### config.mk
export PLATFORM = sky130hd
export DESIGN_NAME = lcd_serial_frame_parser
export DESIGN_NICKNAME = d
export VERILOG_FILES = /design/src/rtl/lsfp_pkg.sv /design/src/rtl/lcd_serial_frame_parser.sv
export VERILOG_INCLUDE_DIRS = /design/src /design/src/rtl
export SDC_FILE = /design/constraint.sdc
export NUM_CORES = 1
export LEC_CHECK = 0
export BUFFER_PORTS_ARGS = -buffer_cell sky130_fd_sc_hd__clkbuf_2
export CAP_MARGIN = 30
export CELL_PAD_IN_SITES_DETAIL_PLACEMENT = 0
export CELL_PAD_IN_SITES_GLOBAL_PLACEMENT = 1
export CORE_ASPECT_RATIO = 0.9
export CORE_MARGIN = 4
export CORE_UTILIZATION = 30
export DETAILED_ROUTE_END_ITERATION = 16
export MAX_ROUTING_LAYER = met4
export PLACE_DENSITY_LB_ADDON = 0.25
export SETUP_SLACK_MARGIN = 0.02
export SLEW_MARGIN = 20
export SYNTH_ARGS = -nofsm -noshare
export SYNTH_HDL_FRONTEND = slang
export SYNTH_SLANG_ARGS = --single-unit
### constraint.sdc
create_clock -name clock -period 6.51 [get_ports clock]
set_clock_uncertainty 0.15 [all_clocks]
set_input_delay 1.302 -clock clock [delete_from_list [all_inputs] [get_ports clock]]
set_output_delay 1.302 -clock clock [all_outputs]
set_load 0.01 [all_outputs]
### src/rtl/lcd_serial_frame_parser_macros.svh
// Assertion macros for the serial frame parser.
// Needs nothing but the clock and reset names passed to each macro.
`ifndef LCD_SERIAL_FRAME_PARSER_MACROS_SVH
`define LCD_SERIAL_FRAME_PARSER_MACROS_SVH

// The consequent must hold in the same cycle as the antecedent.
`define LSFP_ASSERT_IMPL(label, clk, rst, ante, cons, msg) \
   label: assert property (@(posedge clk) disable iff (rst) (ante) |-> (cons)) \
      else $error(msg);

// The consequent must hold in the cycle after the antecedent.
`define LSFP_ASSERT_NEXT(label, clk, rst, ante, cons, msg) \
   label: assert property (@(posedge clk) disable iff (rst) (ante) |=> (cons)) \
      else $error(msg);

`endif

### src/rtl/lsfp_pkg.sv
// Constants shared by the serial frame parser.
// Has no dependencies.
`default_nettype none
package lsfp_pkg;

   localparam int BUF_BYTES = 64;

   localparam int KEEP_FIRST = 3;
   localparam int KEEP_COUNT = 6;

   localparam logic [7:0] HDR_FIRST  = 8'h5A;
   localparam logic [7:0] HDR_SECOND = 8'hA5;
   localparam logic [7:0] CMD_WRITE  = 8'h82;
   localparam logic [7:0] CMD_READ   = 8'h83;

   localparam logic KIND_WRITE = 1'b0;
   localparam logic KIND_READ  = 1'b1;

   localparam logic [7:0] MIN_WRITE_TOTAL = 8'd8;
   localparam logic [7:0] MIN_READ_TOTAL  = 8'd9;

endpackage
`default_nettype wire

### src/rtl/lcd_serial_frame_parser.sv
// Serial frame parser: finds headed frames in a byte stream and reports
// write notifications and read replies. Depends on lsfp_pkg and the macro header.
// A request is held in an input register and its result, if any, is registered
// into the response register when the held request advances, raising rsp_valid.
// Throughput: one request per cycle; req_stall rises only while the held request
// ends a frame with a result and an earlier result waits. Reset clears phase and valids.
`default_nettype none
`include "lcd_serial_frame_parser_macros.svh"
module lcd_serial_frame_parser (
   input  wire logic        clock,
   input  wire logic        reset,
   input  wire logic        req_valid,
   output logic             req_stall,
   input  wire logic [7:0]  req_rx_byte,
   output logic             rsp_valid,
   input  wire logic        rsp_stall,
   output logic             rsp_frame_kind,
   output logic [15:0]      rsp_vp_address,
   output logic [15:0]      rsp_word_value
);
   import lsfp_pkg::*;

   typedef enum logic [1:0] {
      PH_IDLE,
      PH_HEAD,
      PH_LEN,
      PH_DATA
   } phase_type;

   phase_type   phase_ff, phase_in;
   logic [7:0]  byte_index_ff, byte_index_in;
   logic [7:0]  frame_total_ff, frame_total_in;
   logic [7:0]  kept_ff [KEEP_COUNT];
   logic [7:0]  view [KEEP_COUNT];

   logic        in_valid_ff, in_valid_in;
   logic [7:0]  in_byte_ff;
   logic        rsp_valid_ff, rsp_valid_in;
   logic        kind_ff, kind_in;
   logic [15:0] addr_ff, addr_in;
   logic [15:0] word_ff, word_in;

   logic        accept;
   logic        advance;
   logic        emit;
   logic        keep_hit;
   logic [2:0]  keep_slot;
   logic [8:0]  len_sum;
   logic [8:0]  next_index;
   logic [7:0]  offset;

   always_comb begin
      offset    = byte_index_ff - 8'(KEEP_FIRST);
      keep_slot = offset[2:0];
      keep_hit  = (phase_ff == PH_DATA) && (byte_index_ff >= 8'(KEEP_FIRST))
                  && (offset < 8'(KEEP_COUNT));
      for (int j = 0; j < KEEP_COUNT; j++) begin
         view[j] = (keep_hit && keep_slot == 3'(j)) ? in_byte_ff : kept_ff[j];
      end
   end

   always_comb begin
      phase_in       = phase_ff;
      byte_index_in  = byte_index_ff;
      frame_total_in = frame_total_ff;
      emit           = 1'b0;
      kind_in        = KIND_WRITE;
      addr_in        = {view[1], view[2]};
      word_in        = {view[3], view[4]};
      len_sum        = {1'b0, in_byte_ff} + 9'd3;
      next_index     = {1'b0, byte_index_ff} + 9'd1;
      unique case (phase_ff)
         PH_IDLE: begin
            if (in_byte_ff == HDR_FIRST) begin
               phase_in = PH_HEAD;
            end
         end
         PH_HEAD: begin
            if (in_byte_ff == HDR_SECOND) begin
               phase_in = PH_LEN;
            end else if (in_byte_ff == HDR_FIRST) begin
               phase_in = PH_HEAD;
            end else begin
               phase_in = PH_IDLE;
            end
         end
         PH_LEN: begin
            if (in_byte_ff == 8'd0 || len_sum > 9'(BUF_BYTES)) begin
               phase_in = PH_IDLE;
            end else begin
               frame_total_in = len_sum[7:0];
               byte_index_in  = 8'(KEEP_FIRST);
               phase_in       = PH_DATA;
            end
         end
         PH_DATA: begin
            byte_index_in = next_index[7:0];
            if (next_index >= {1'b0, frame_total_ff}) begin
               phase_in = PH_IDLE;
               if (view[0] == CMD_WRITE) begin
                  emit = (frame_total_ff >= MIN_WRITE_TOTAL);
               end else if (view[0] == CMD_READ) begin
                  emit    = (frame_total_ff >= MIN_READ_TOTAL) && (view[3] != 8'd0);
                  kind_in = KIND_READ;
                  word_in = {view[4], view[5]};
               end
            end
         end
         default: begin
            phase_in = PH_IDLE;
         end
      endcase
   end

   assign advance      = in_valid_ff && (!emit || !rsp_valid_ff || !rsp_stall);
   assign req_stall    = in_valid_ff && !advance;
   assign accept       = req_valid && !req_stall;
   assign in_valid_in  = accept || (in_valid_ff && !advance);
   assign rsp_valid_in = (advance && emit) || (rsp_valid_ff && rsp_stall);

   always_ff @(posedge clock) begin
      if (reset) begin
         phase_ff       <= PH_IDLE;
         byte_index_ff  <= 8'd0;
         frame_total_ff <= 8'd0;
         in_valid_ff    <= 1'b0;
         rsp_valid_ff   <= 1'b0;
      end else begin
         in_valid_ff  <= in_valid_in;
         rsp_valid_ff <= rsp_valid_in;
         if (accept) begin
            in_byte_ff <= req_rx_byte;
         end
         if (advance) begin
            phase_ff       <= phase_in;
            byte_index_ff  <= byte_index_in;
            frame_total_ff <= frame_total_in;
            if (keep_hit) begin
               kept_ff[keep_slot] <= in_byte_ff;
            end
         end
         if (advance && emit) begin
            kind_ff <= kind_in;
            addr_ff <= addr_in;
            word_ff <= word_in;
         end
      end
   end

   assign rsp_valid      = rsp_valid_ff;
   assign rsp_frame_kind = kind_ff;
   assign rsp_vp_address = addr_ff;
   assign rsp_word_value = word_ff;

   `LSFP_ASSERT_IMPL(a_index_in_frame, clock, reset, phase_ff == PH_DATA,
      byte_index_ff < frame_total_ff, "byte index ran past the frame end")
   `LSFP_ASSERT_IMPL(a_total_in_buffer, clock, reset, phase_ff == PH_DATA,
      frame_total_ff <= 8'(BUF_BYTES) && frame_total_ff >= 8'd4,
      "frame total outside the buffer size")
   `LSFP_ASSERT_NEXT(a_held_request, clock, reset, in_valid_ff && !advance,
      in_valid_ff && $stable(in_byte_ff), "held request was lost or changed")
   `LSFP_ASSERT_IMPL(a_no_overwrite, clock, reset, advance && emit,
      !rsp_valid_ff || !rsp_stall, "result overwrote a waiting response")

endmodule
`default_nettype wire
==> results of run 1 <==
-- report_power, final --
group / internal (mW) / total [mW] / leakage [nW] / switching [mW]
combinational: 0.0108 / 0.0288 / 0.873 / 0.0180
clock: 0.272 / 0.543 / 0.144 / 0.271
sequential: 0.754 / 0.768 / 0.967 / 0.0141
-- stage by stage --
| step | cell area [um2] | hold slack [ns] | total power [mW] |
|---|---|---|---|
| finish | 5790 | 0.271 | 1.34 |
| global route | 5790 | 0.276 | 1.39 |
| CTS | 5780 | 0.272 | 1.36 |
| detailed placement | 5480 | 0.255 | 0.813 |
| global placement | 5480 | 0.253 | 0.814 |
| floorplan | 5010 | 0.250 | 0.795 |
-- sequential cells by signal (all words and copies together) (netlist names) --
| signal | flops |
|---|---|
| kept_ff | 48 |
| rsp_vp_address | 16 |
| rsp_word_value | 16 |
| byte_index_ff | 8 |
| frame_total_ff | 8 |
| in_byte_ff | 8 |
| phase_ff | 2 |
| in_valid_ff | 1 |
| rsp_frame_kind | 1 |
| rsp_valid | 1 |
-- layer usage --
metal / vias to the layer above / GRT usage (%)
met1: 1594 / 17.4
met5: - / -
met2: 52 / 19.9
met3: 11 / 2.77
met4: 0 / 3.35
li1: 1608 / -
-- logic make-up after synthesis --
logic type	share of synthesized area [%]
buf+inv	3.37
simple gates	15.0
mux	0.425
flops	61.4
fa+ha+maj	4.00
xor+xnor	2.07
compound gates	13.7
-- synthesized netlist by cell type, types with 5 or more instances --
cell type | instances | area [um2]
edfxtp_1 | 89 | 2670
buf_2 | 5 | 25.0
nor2_1 | 13 | 48.8
o22a_1 | 8 | 70.1
and3_1 | 8 | 50.1
or2_2 | 9 | 56.3
dfxtp_1 | 20 | 400
ha_1 | 16 | 200
a21oi_1 | 8 | 40.0
o221a_2 | 6 | 67.6
nor4_1 | 11 | 68.8
o21a_1 | 9 | 67.6
nand2_1 | 24 | 90.1
clkbuf_1 | 9 | 33.8
xnor2_1 | 8 | 70.1
nor3b_1 | 5 | 37.5
o21ai_0 | 7 | 35.0
nand3_1 | 12 | 60.1
nand2b_1 | 6 | 37.5
a21o_1 | 5 | 37.5
nor3_1 | 8 | 40.0
inv_1 | 21 | 78.8
a211oi_1 | 5 | 37.5
nand4_1 | 12 | 75.1
-- worst max-delay path by stage --
stage	cells after the start	to	slack [ns]	from
global placement	11	req_stall	1.96	byte_index_ff[0]
floorplan	13	rsp_frame_kind	1.47	byte_index_ff[0]
finish	11	req_stall	1.37	byte_index_ff[0]
CTS	11	req_stall	1.38	byte_index_ff[0]
detailed placement	11	req_stall	1.81	byte_index_ff[0]
global route	11	req_stall	1.13	byte_index_ff[0]
-- worst register-to-register path, delay by kind of cell, from the launching register on --
| family | cells | cell delay (ns) |
|---|---|---|
| fa+ha+maj | 2 | 0.68 |
| compound gates | 3 | 1.13 |
| flops | 1 | 0.52 |
| xor+xnor | 1 | 0.25 |
| simple gates | 5 | 1.08 |
| buf+inv | 1 | 0.39 |
-- area by class of cell --
type	count	share of cell area [%]
Clock buffer	9	3.89
Clock inverter	7	1.34
Inverter	21	1.36
Multi-Input combinational cell	241	30.6
Sequential cell	109	53.1
Tap cell	207	4.47
Timing Repair Buffer	56	5.23
==> out/metrics.csv, run 1 <==
metric,value,unit
leakagePower,1.98,nW
cts_buffers,9,
cts.path.max_buffers,2,
final_max_slew_viol_count,0,
num_rows,44,
critPathCaptureType,primary output,
hold_end,rsp_vp_address[12],
vias_per_cell,5.02,
synth_top_flop_cell,edfxtp_1,
hpwl,8110,um
rsz0062_at_grt,false,
regArea,3070,um2
multiInputGateArea,1770,um2
port-buffer-count,46,
final_common_cell,edfxtp_1,
cts_repair_resize_count,0,
dr.pass1.iters,4,
h-tree-depth,3,
crit_required,5.06,ns
syn2layout_area_growth,15.6,%
synth_edf_count,89,
synth_area_per_cell,12.8,um2
min_path_cells,0,
setup_ws,1.37,ns
clockRootBuffer,clkbuf_16,
die_w,144,um
fin_crit_sh,79.0,%
diodes,0,
nFillCells,1555,
synth.distinct_cells,64,
cts.sink_count,109,
post_drt_wl_per_cell,17.6,um
hold_path.startpoint,kept_ff[1][4],
overflow,0,
rr_startpoint,byte_index_ff[0],
core,16200,um2
slew_headroom,41.8,%
dr_wl_met3,408,um
post_cts.repair.setup_buffers,0,
clkLatencyLatePin,0.35,ns
gp_congestion,0.837,
async_reset_ff_share,0,%
final_util,35.6,%
syn-num-nets,418,
initial_core_util,30.8,%
grt_max_degree,34,
grtUsageTotal,12.9,%
crit_path_max_incr_delay,0.52,ns
worstSetupPathType,register to primary output,
antenna_found_initial,0,
route.detailed.drc,0,
synth_area,5010,um2
top_layer_used,met4,
status,completed,
tritoncts,done,
layout_min_cycle_time,5.14,ns
ant_nets,0,
rrSetupSlack,1.95,ns
rr_worst_depth,12,
drt-initial-drc-count,172,
wl_met2,5300,um
nets,466,
ios,47,
reg2reg_to,rsp_vp_address[4],
finalHoldViolCount,0,
synth-seq-area-share,61.4,%
clk_pin_slew,0.08,ns
cp_max_fo,10,
layout-drive-gt1-share,22.6,%
critPathMostFrequentCell,and3_1,
layout.cells.non_filler,650,
routed_wl,11400,um
synth_warnings,0,
die_area,18800,um2
grt_pass1_wl,18000,um
post-place-ws,1.81,ns
grt_pass1_vias,3285,
pwr_density_cell,231,nW/um2
cpLargestDelayFamily,simple AND/OR/NAND/NOR gates,
hold_class,register to register,
route.vias.total,3265,
cts_hold_buf,0,
setup_tns,0,ns
mostFrequentLayoutCells,"edfxtp_1, clkbuf_2, nand2_1, inv_1, dfxtp_1",
worst_setup_path_start_kind,register,
path_cells,"ha_1, and3_1, nand3_1, xnor2_1, ha_1, and3_1, a221oi_1, o221a_2, nor2_1, and3_1, clkbuf_2",
tightestPinTransition,0.867,ns
finalSetupViolCount,0,
path_buf_inv,1,
die_y,131,um
arrival,3.69,ns
slowest_stage,dfxtp_1,
max-vdd-ir-drop,0.000178,V
drt-met1-wl,5600,um
fmax,194,MHz
maxCapViolCount,0,
synth_cells,390,
dp.cells,633,
ys_ff_latch,109,
Note: power is estimated with default switching activity, not from simulation.
==> run 2, diff against run 1 <==
==> constraint.sdc (replaced) <==
create_clock -name clock -period 4.5 [get_ports clock]
set_clock_uncertainty 0.15 [all_clocks]
set_input_delay 0.9 -clock clock [delete_from_list [all_inputs] [get_ports clock]]
set_output_delay 0.9 -clock clock [all_outputs]
set_load 0.01 [all_outputs]
==> out/metrics.csv, run 2 (synthesis results as in run 1) <==
metric,value,unit,change
status,completed,,
clkLatencyLatePin,0.36,ns,about the same
hold_class,register to register,,
top_register,kept_ff,,
dp.cells,643,,+1.6%
maxCapViolCount,0,,unchanged
path_cells,"nand4_1, nor3_1, xnor2_1, ha_1, and3_1, a221oi_1, o221a_2, nor2_1, and3_1, clkbuf_2",,
power.internal,1.50,mW,+45%
initial_core_util,30.8,%,unchanged
num_rows,44,,unchanged
leakagePower,2.04,nW,+2.9%
final_common_cell,edfxtp_1,,
reg2reg_to,rsp_vp_address[9],,
die_y,131,um,unchanged
rsz0062_at_grt,false,,
cp_max_fo,10,,unchanged
hold_end,rsp_vp_address[13],,
overflow,0,,unchanged
worst_setup_path_start_kind,register,,
switching_share,22.8,%,+0.17 points
layout_min_cycle_time,4.21,ns,
grt_max_degree,34,,unchanged
max-vdd-ir-drop,0.000180,V,+1.2%
nets,476,,+2.1%
hpwl,8310,um,+2.5%
crit_required,3.45,ns,-1.61 ns
route.vias.total,3332,,+2.1%
rrSetupSlack,0.49,ns,-1.46 ns
h-tree-depth,3,,unchanged
route.detailed.drc,0,,unchanged
clk_pin_slew,0.07,ns,about the same
rr_startpoint,byte_index_ff[4],,
ant_nets,0,,unchanged
finalHoldViolCount,0,,unchanged
grtUsageTotal,13.2,%,+0.35 points
ios,47,,unchanged
clockRootBuffer,clkbuf_16,,
arrival,3.16,ns,-0.53 ns
port-buffer-count,46,,unchanged
grt_pass1_wl,18200,um,+1.3%
vias_per_cell,5.05,,+0.51%
dr.pass1.iters,4,,unchanged
cts.path.max_buffers,2,,unchanged
finalSetupViolCount,0,,unchanged
slowest_stage,dfxtp_1,,
pwr_density_cell,331,nW/um2,+43%
tightestPinTransition,0.777,ns,-0.0906 ns
combPwrFrac,3.2,%,+1.0 points
antenna_found_initial,0,,unchanged
crit_path_max_incr_delay,0.60,ns,+0.08 ns
slew_headroom,47.8,%,+5.9 points
gp_congestion,0.809,,-3.4%
hold_path.startpoint,kept_ff[1][5],,
diodes,0,,unchanged
routed_wl,11800,um,+2.8%
post_drt_wl_per_cell,17.8,um,+1.3%
mostFrequentLayoutCells,"edfxtp_1, clkbuf_2, nand2_1, inv_1",,
critPathCaptureType,primary output,,
setup_tns,0,ns,unchanged
layout.cells.non_filler,660,,+1.5%
largest_register_ff_count,48,,unchanged
die_w,144,um,unchanged
layout-drive-gt1-share,24.5,%,+1.9 points
p_clk_share,40.6,%,about the same
final_max_slew_viol_count,0,,unchanged
syn2layout_area_growth,17.5,%,
cts_buffers,9,,unchanged
p_sw,444,uW,+46%
critPathMostFrequentCell,and3_1,,
worstSetupPathType,register to primary output,,
fmax,238,MHz,
core,16200,um2,unchanged
p_seq_share,56.2,%,-1.1 points
min_path_cells,0,,unchanged
tritoncts,done,,
cts.sink_count,109,,unchanged
drt-initial-drc-count,265,,+54%
die_area,18800,um2,unchanged
rr_worst_depth,12,,unchanged
fin_crit_sh,93.5,%,
grt_pass1_vias,3274,,-0.33%
[run 2: cell types whose count changed in the layout (fill, tap and decap cells not counted)]
cell,previous run,this run
buf_4,9,19
buf_12,0,1
buf_2,1,0
clkinv_8,2,1
clkinvlp_4,1,0
dfxtp_1,20,19
dfxtp_2,0,1
inv_6,2,3
inv_8,1,2
nor2_2,2,1
nor2_4,0,1
[run 2: area by class of cell]
type	instances	area, um2
well taps	207	259
repair buffers	66	393
clock inverters	7	73.8
fillers	1579	10400
inverters	21	78.8
flip-flops and latches	109	3070
multi-input cells	241	1780
clock buffers	9	225
[run 2: per-layer routing]
layer | vias up | global-route usage [%] | wire (um)
met5 | - | - | 0
met4 | 0 | 4.11 | 176
met3 | 12 | 2.84 | 410
met2 | 61 | 20.0 | 5410
met1 | 1634 | 18.0 | 5770
li1 | 1625 | - | -
[run 2: power by group through the flow]
| stage | logic (mW) | clock network [mW] | registers [mW] |
|---|---|---|---|
| after detailed placement | 0.0625 | 0 | 1.12 |
| after floorplan | 0.0293 | 0 | 1.12 |
| after global routing | 0.0683 | 0.856 | 1.10 |
| after global placement | 0.0626 | 0 | 1.12 |
| after CTS | 0.0632 | 0.822 | 1.10 |
| final | 0.0619 | 0.791 | 1.10 |
[run 2: worst max path at each step]
| stage | to | from | cells past startpoint | slack [ns] |
|---|---|---|---|---|
| global placement | req_stall | byte_index_ff[0] | 11 | 0.54 |
| CTS | req_stall | byte_index_ff[0] | 11 | 0.17 |
| finish | req_stall | byte_index_ff[4] | 10 | 0.29 |
| floorplan | kept_ff[0][0] | byte_index_ff[0] | 13 | 0.18 |
| global route | req_stall | byte_index_ff[0] | 11 | 0.06 |
| detailed placement | req_stall | byte_index_ff[0] | 11 | 0.37 |
[run 2: timing repair]
action / in CTS / in global routing
setup buffers: 1 / 0
resized for setup: 0 / 1
endpoints found under the hold margin: 0 / 0
hold buffers: 0 / 0
endpoints found under the setup margin: 1 / 1
[run 2: worst max-delay path: cells and delay by family, from the launching register on]
| kind | cells | cell delay, ns |
|---|---|---|
| buffers and inverters | 1 | 0.13 |
| AND/OR/NAND/NOR | 5 | 0.97 |
| XOR/XNOR | 1 | 0.20 |
| AO/OA/AOI/OAI | 2 | 0.59 |
| flip-flops | 1 | 0.60 |
| adder cells (fa/ha/maj) | 1 | 0.30 |
[run 2: per-stage QoR]
stage               power (mW)  hold slack [ns]  instance area [um2]  utilization [%]  worst slack [ns]
floorplan                 1.15            0.250                 5010                -             0.180
global route              2.02            0.280                 5880             36.2            0.0570
global placement          1.18            0.253                 5570             34.3             0.542
detailed placement        1.18            0.255                 5570             34.3             0.368
finish                    1.95            0.273                 5880             36.2             0.294
CTS                       1.98            0.274                 5880             36.2             0.173
==> run 3, diff against run 2 <==
--- a/config.mk
+++ b/config.mk
@@ -16,6 +16,7 @@
 export DETAILED_ROUTE_END_ITERATION = 16
 export MAX_ROUTING_LAYER = met4
 export PLACE_DENSITY_LB_ADDON = 0.25
+export RECOVER_POWER = 50
 export SETUP_SLACK_MARGIN = 0.02
 export SLEW_MARGIN = 20
 export SYNTH_ARGS = -nofsm -noshare
==> out/metrics.csv, run 3 (synthesis results as in run 1) <==
metric,value,unit,change
status,completed,,
ios,47,,unchanged
worst_setup_path_start_kind,register,,
drt-initial-drc-count,288,,+8.7%
grt_pass1_vias,3274,,unchanged
setup_ws,0.323,ns,+0.0293 ns
arrival,3.13,ns,-0.03 ns
combPwrFrac,3.0,%,-0.2 points
grt_pass1_wl,18200,um,unchanged
h-tree-depth,3,,unchanged
layout.cells.non_filler,660,,unchanged
tightestPinTransition,0.926,ns,+0.149 ns
tritoncts,done,,
num_rows,44,,unchanged
post-place-ws,0.368,ns,unchanged
fmax,239,MHz,+0.70%
cts.sink_count,109,,unchanged
antenna_found_initial,0,,unchanged
rsz0062_at_grt,false,,
p_seq_share,56.4,%,+0.2 points
die_w,144,um,unchanged
die_area,18800,um2,unchanged
post_drt_wl_per_cell,17.9,um,+0.24%
layout-drive-gt1-share,15.5,%,-9.1 points
p_clk_share,40.7,%,about the same
gp_congestion,0.809,,unchanged
dp.cells,643,,unchanged
diodes,0,,unchanged
ant_nets,0,,unchanged
top_register,kept_ff,,
dr.pass1.iters,5,,+1
final_util,35.8,%,-0.42 points
clk_pin_slew,0.08,ns,about the same
route.detailed.drc,0,,unchanged
cts_hold_buf,0,,unchanged
fin_crit_sh,92.8,%,-0.65 points
vias_per_cell,5.07,,+0.42%
routed_wl,11800,um,+0.24%
layout_min_cycle_time,4.18,ns,-0.0293 ns
worstSetupPathType,register to primary output,,
hold_class,register to register,,
path_cells,"nand4_1, nor3_1, xnor2_1, ha_1, and3_1, a221oi_1, o221a_2, nor2_1, and3_1, clkbuf_2",,
finalSetupViolCount,0,,unchanged
clkLatencyLatePin,0.36,ns,about the same
grt_max_degree,34,,unchanged
overflow,0,,unchanged
route.vias.total,3346,,+0.42%
max-vdd-ir-drop,0.000168,V,-6.5%
largest_register_ff_count,48,,unchanged
grtUsageTotal,13.2,%,unchanged
core,16200,um2,unchanged
regArea,3070,um2,unchanged
switching_share,22.8,%,about the same
critPathCaptureType,primary output,,
crit_path_max_incr_delay,0.60,ns,about the same
leakagePower,1.91,nW,-6.2%
clockRootBuffer,clkbuf_16,,
pwr_density_cell,334,nW/um2,+0.94%
slew_headroom,38.3,%,-9.5 points
die_y,131,um,unchanged
critPathMostFrequentCell,and3_1,,
finalHoldViolCount,0,,unchanged
port-buffer-count,46,,unchanged
nFillCells,1588,,+0.57%
cts_buffers,9,,unchanged
nets,476,,unchanged
power.internal,1.50,mW,-0.22%
setup_tns,0,ns,unchanged
mostFrequentLayoutCells,"edfxtp_1, clkbuf_1, nand2_1, inv_1, dfxtp_1",,
final_max_slew_viol_count,0,,unchanged
cts.path.max_buffers,2,,unchanged
multiInputGateArea,1780,um2,unchanged
maxCapViolCount,0,,unchanged
slowest_stage,dfxtp_1,,
final_common_cell,edfxtp_1,,
initial_core_util,30.8,%,unchanged
cp_max_fo,10,,unchanged
syn2layout_area_growth,16.1,%,
hpwl,8310,um,unchanged
crit_required,3.45,ns,about the same
p_sw,443,uW,-0.30%
run 3: cell types whose count changed in the layout (fill, tap and decap cells not counted), sizes merged:
cell    previous run  this run
clkbuf            55        62
buf               20        13
run 3: worst paths after layout:
path | start | endpoint | slack (ns) | cells after the start
setup reg to reg | byte_index_ff[4] | rsp_vp_address[14] | 0.51 | 12
setup / recovery | byte_index_ff[4] | req_stall | 0.32 | 10
hold reg to reg | kept_ff[1][5] | rsp_vp_address[13] | 0.27 | 0
hold / removal | kept_ff[1][5] | rsp_vp_address[13] | 0.27 | 0
run 3: cell type report:
cell class	instances	area share, %
Timing Repair Buffer	66	5.57
Multi-Input combinational cell	241	30.6
Sequential cell	109	52.9
Tap cell	207	4.46
Clock inverter	7	1.27
Clock buffer	9	3.87
Inverter	21	1.36
run 3: critical path, delay by kind of cell, from the launching register on:
family	cells	cell delay, ns
adder cells (fa/ha/maj)	1	0.29
AND/OR/NAND/NOR	5	0.95
XOR/XNOR	1	0.19
flip-flops	1	0.60
AO/OA/AOI/OAI	2	0.59
buffers and inverters	1	0.13
run 3: metal layers:
layer | wire length, um | track usage [%]
met1 | 5740 | 18.0
met2 | 5400 | 20.0
met3 | 481 | 2.84
met4 | 171 | 4.11
met5 | 0 | -
run 3: power groups by stage:
| stage | combinational [mW] | clock [mW] | sequential, mW |
|---|---|---|---|
| after floorplan | 0.0293 | 0 | 1.12 |
| after global placement | 0.0626 | 0 | 1.12 |
| after detailed placement | 0.0625 | 0 | 1.12 |
| after CTS | 0.0632 | 0.822 | 1.10 |
| after global routing | 0.0649 | 0.856 | 1.10 |
| final | 0.0582 | 0.790 | 1.10 |
run 3: through the flow:
stage | area [um2] | total power [mW] | hold slack [ns]
after floorplan | 5010 | 1.15 | 0.250
after global placement | 5570 | 1.18 | 0.253
after detailed placement | 5570 | 1.18 | 0.255
after CTS | 5880 | 1.98 | 0.274
after global routing | 5810 | 2.02 | 0.280
final | 5810 | 1.94 | 0.273
run 3: repair_timing:
| item | 4_1_cts | 5_1_grt |
|---|---|---|
| setup buffers | 1 | 0 |
| gates resized for setup | 0 | 1 |
| setup endpoints to repair | 1 | 1 |
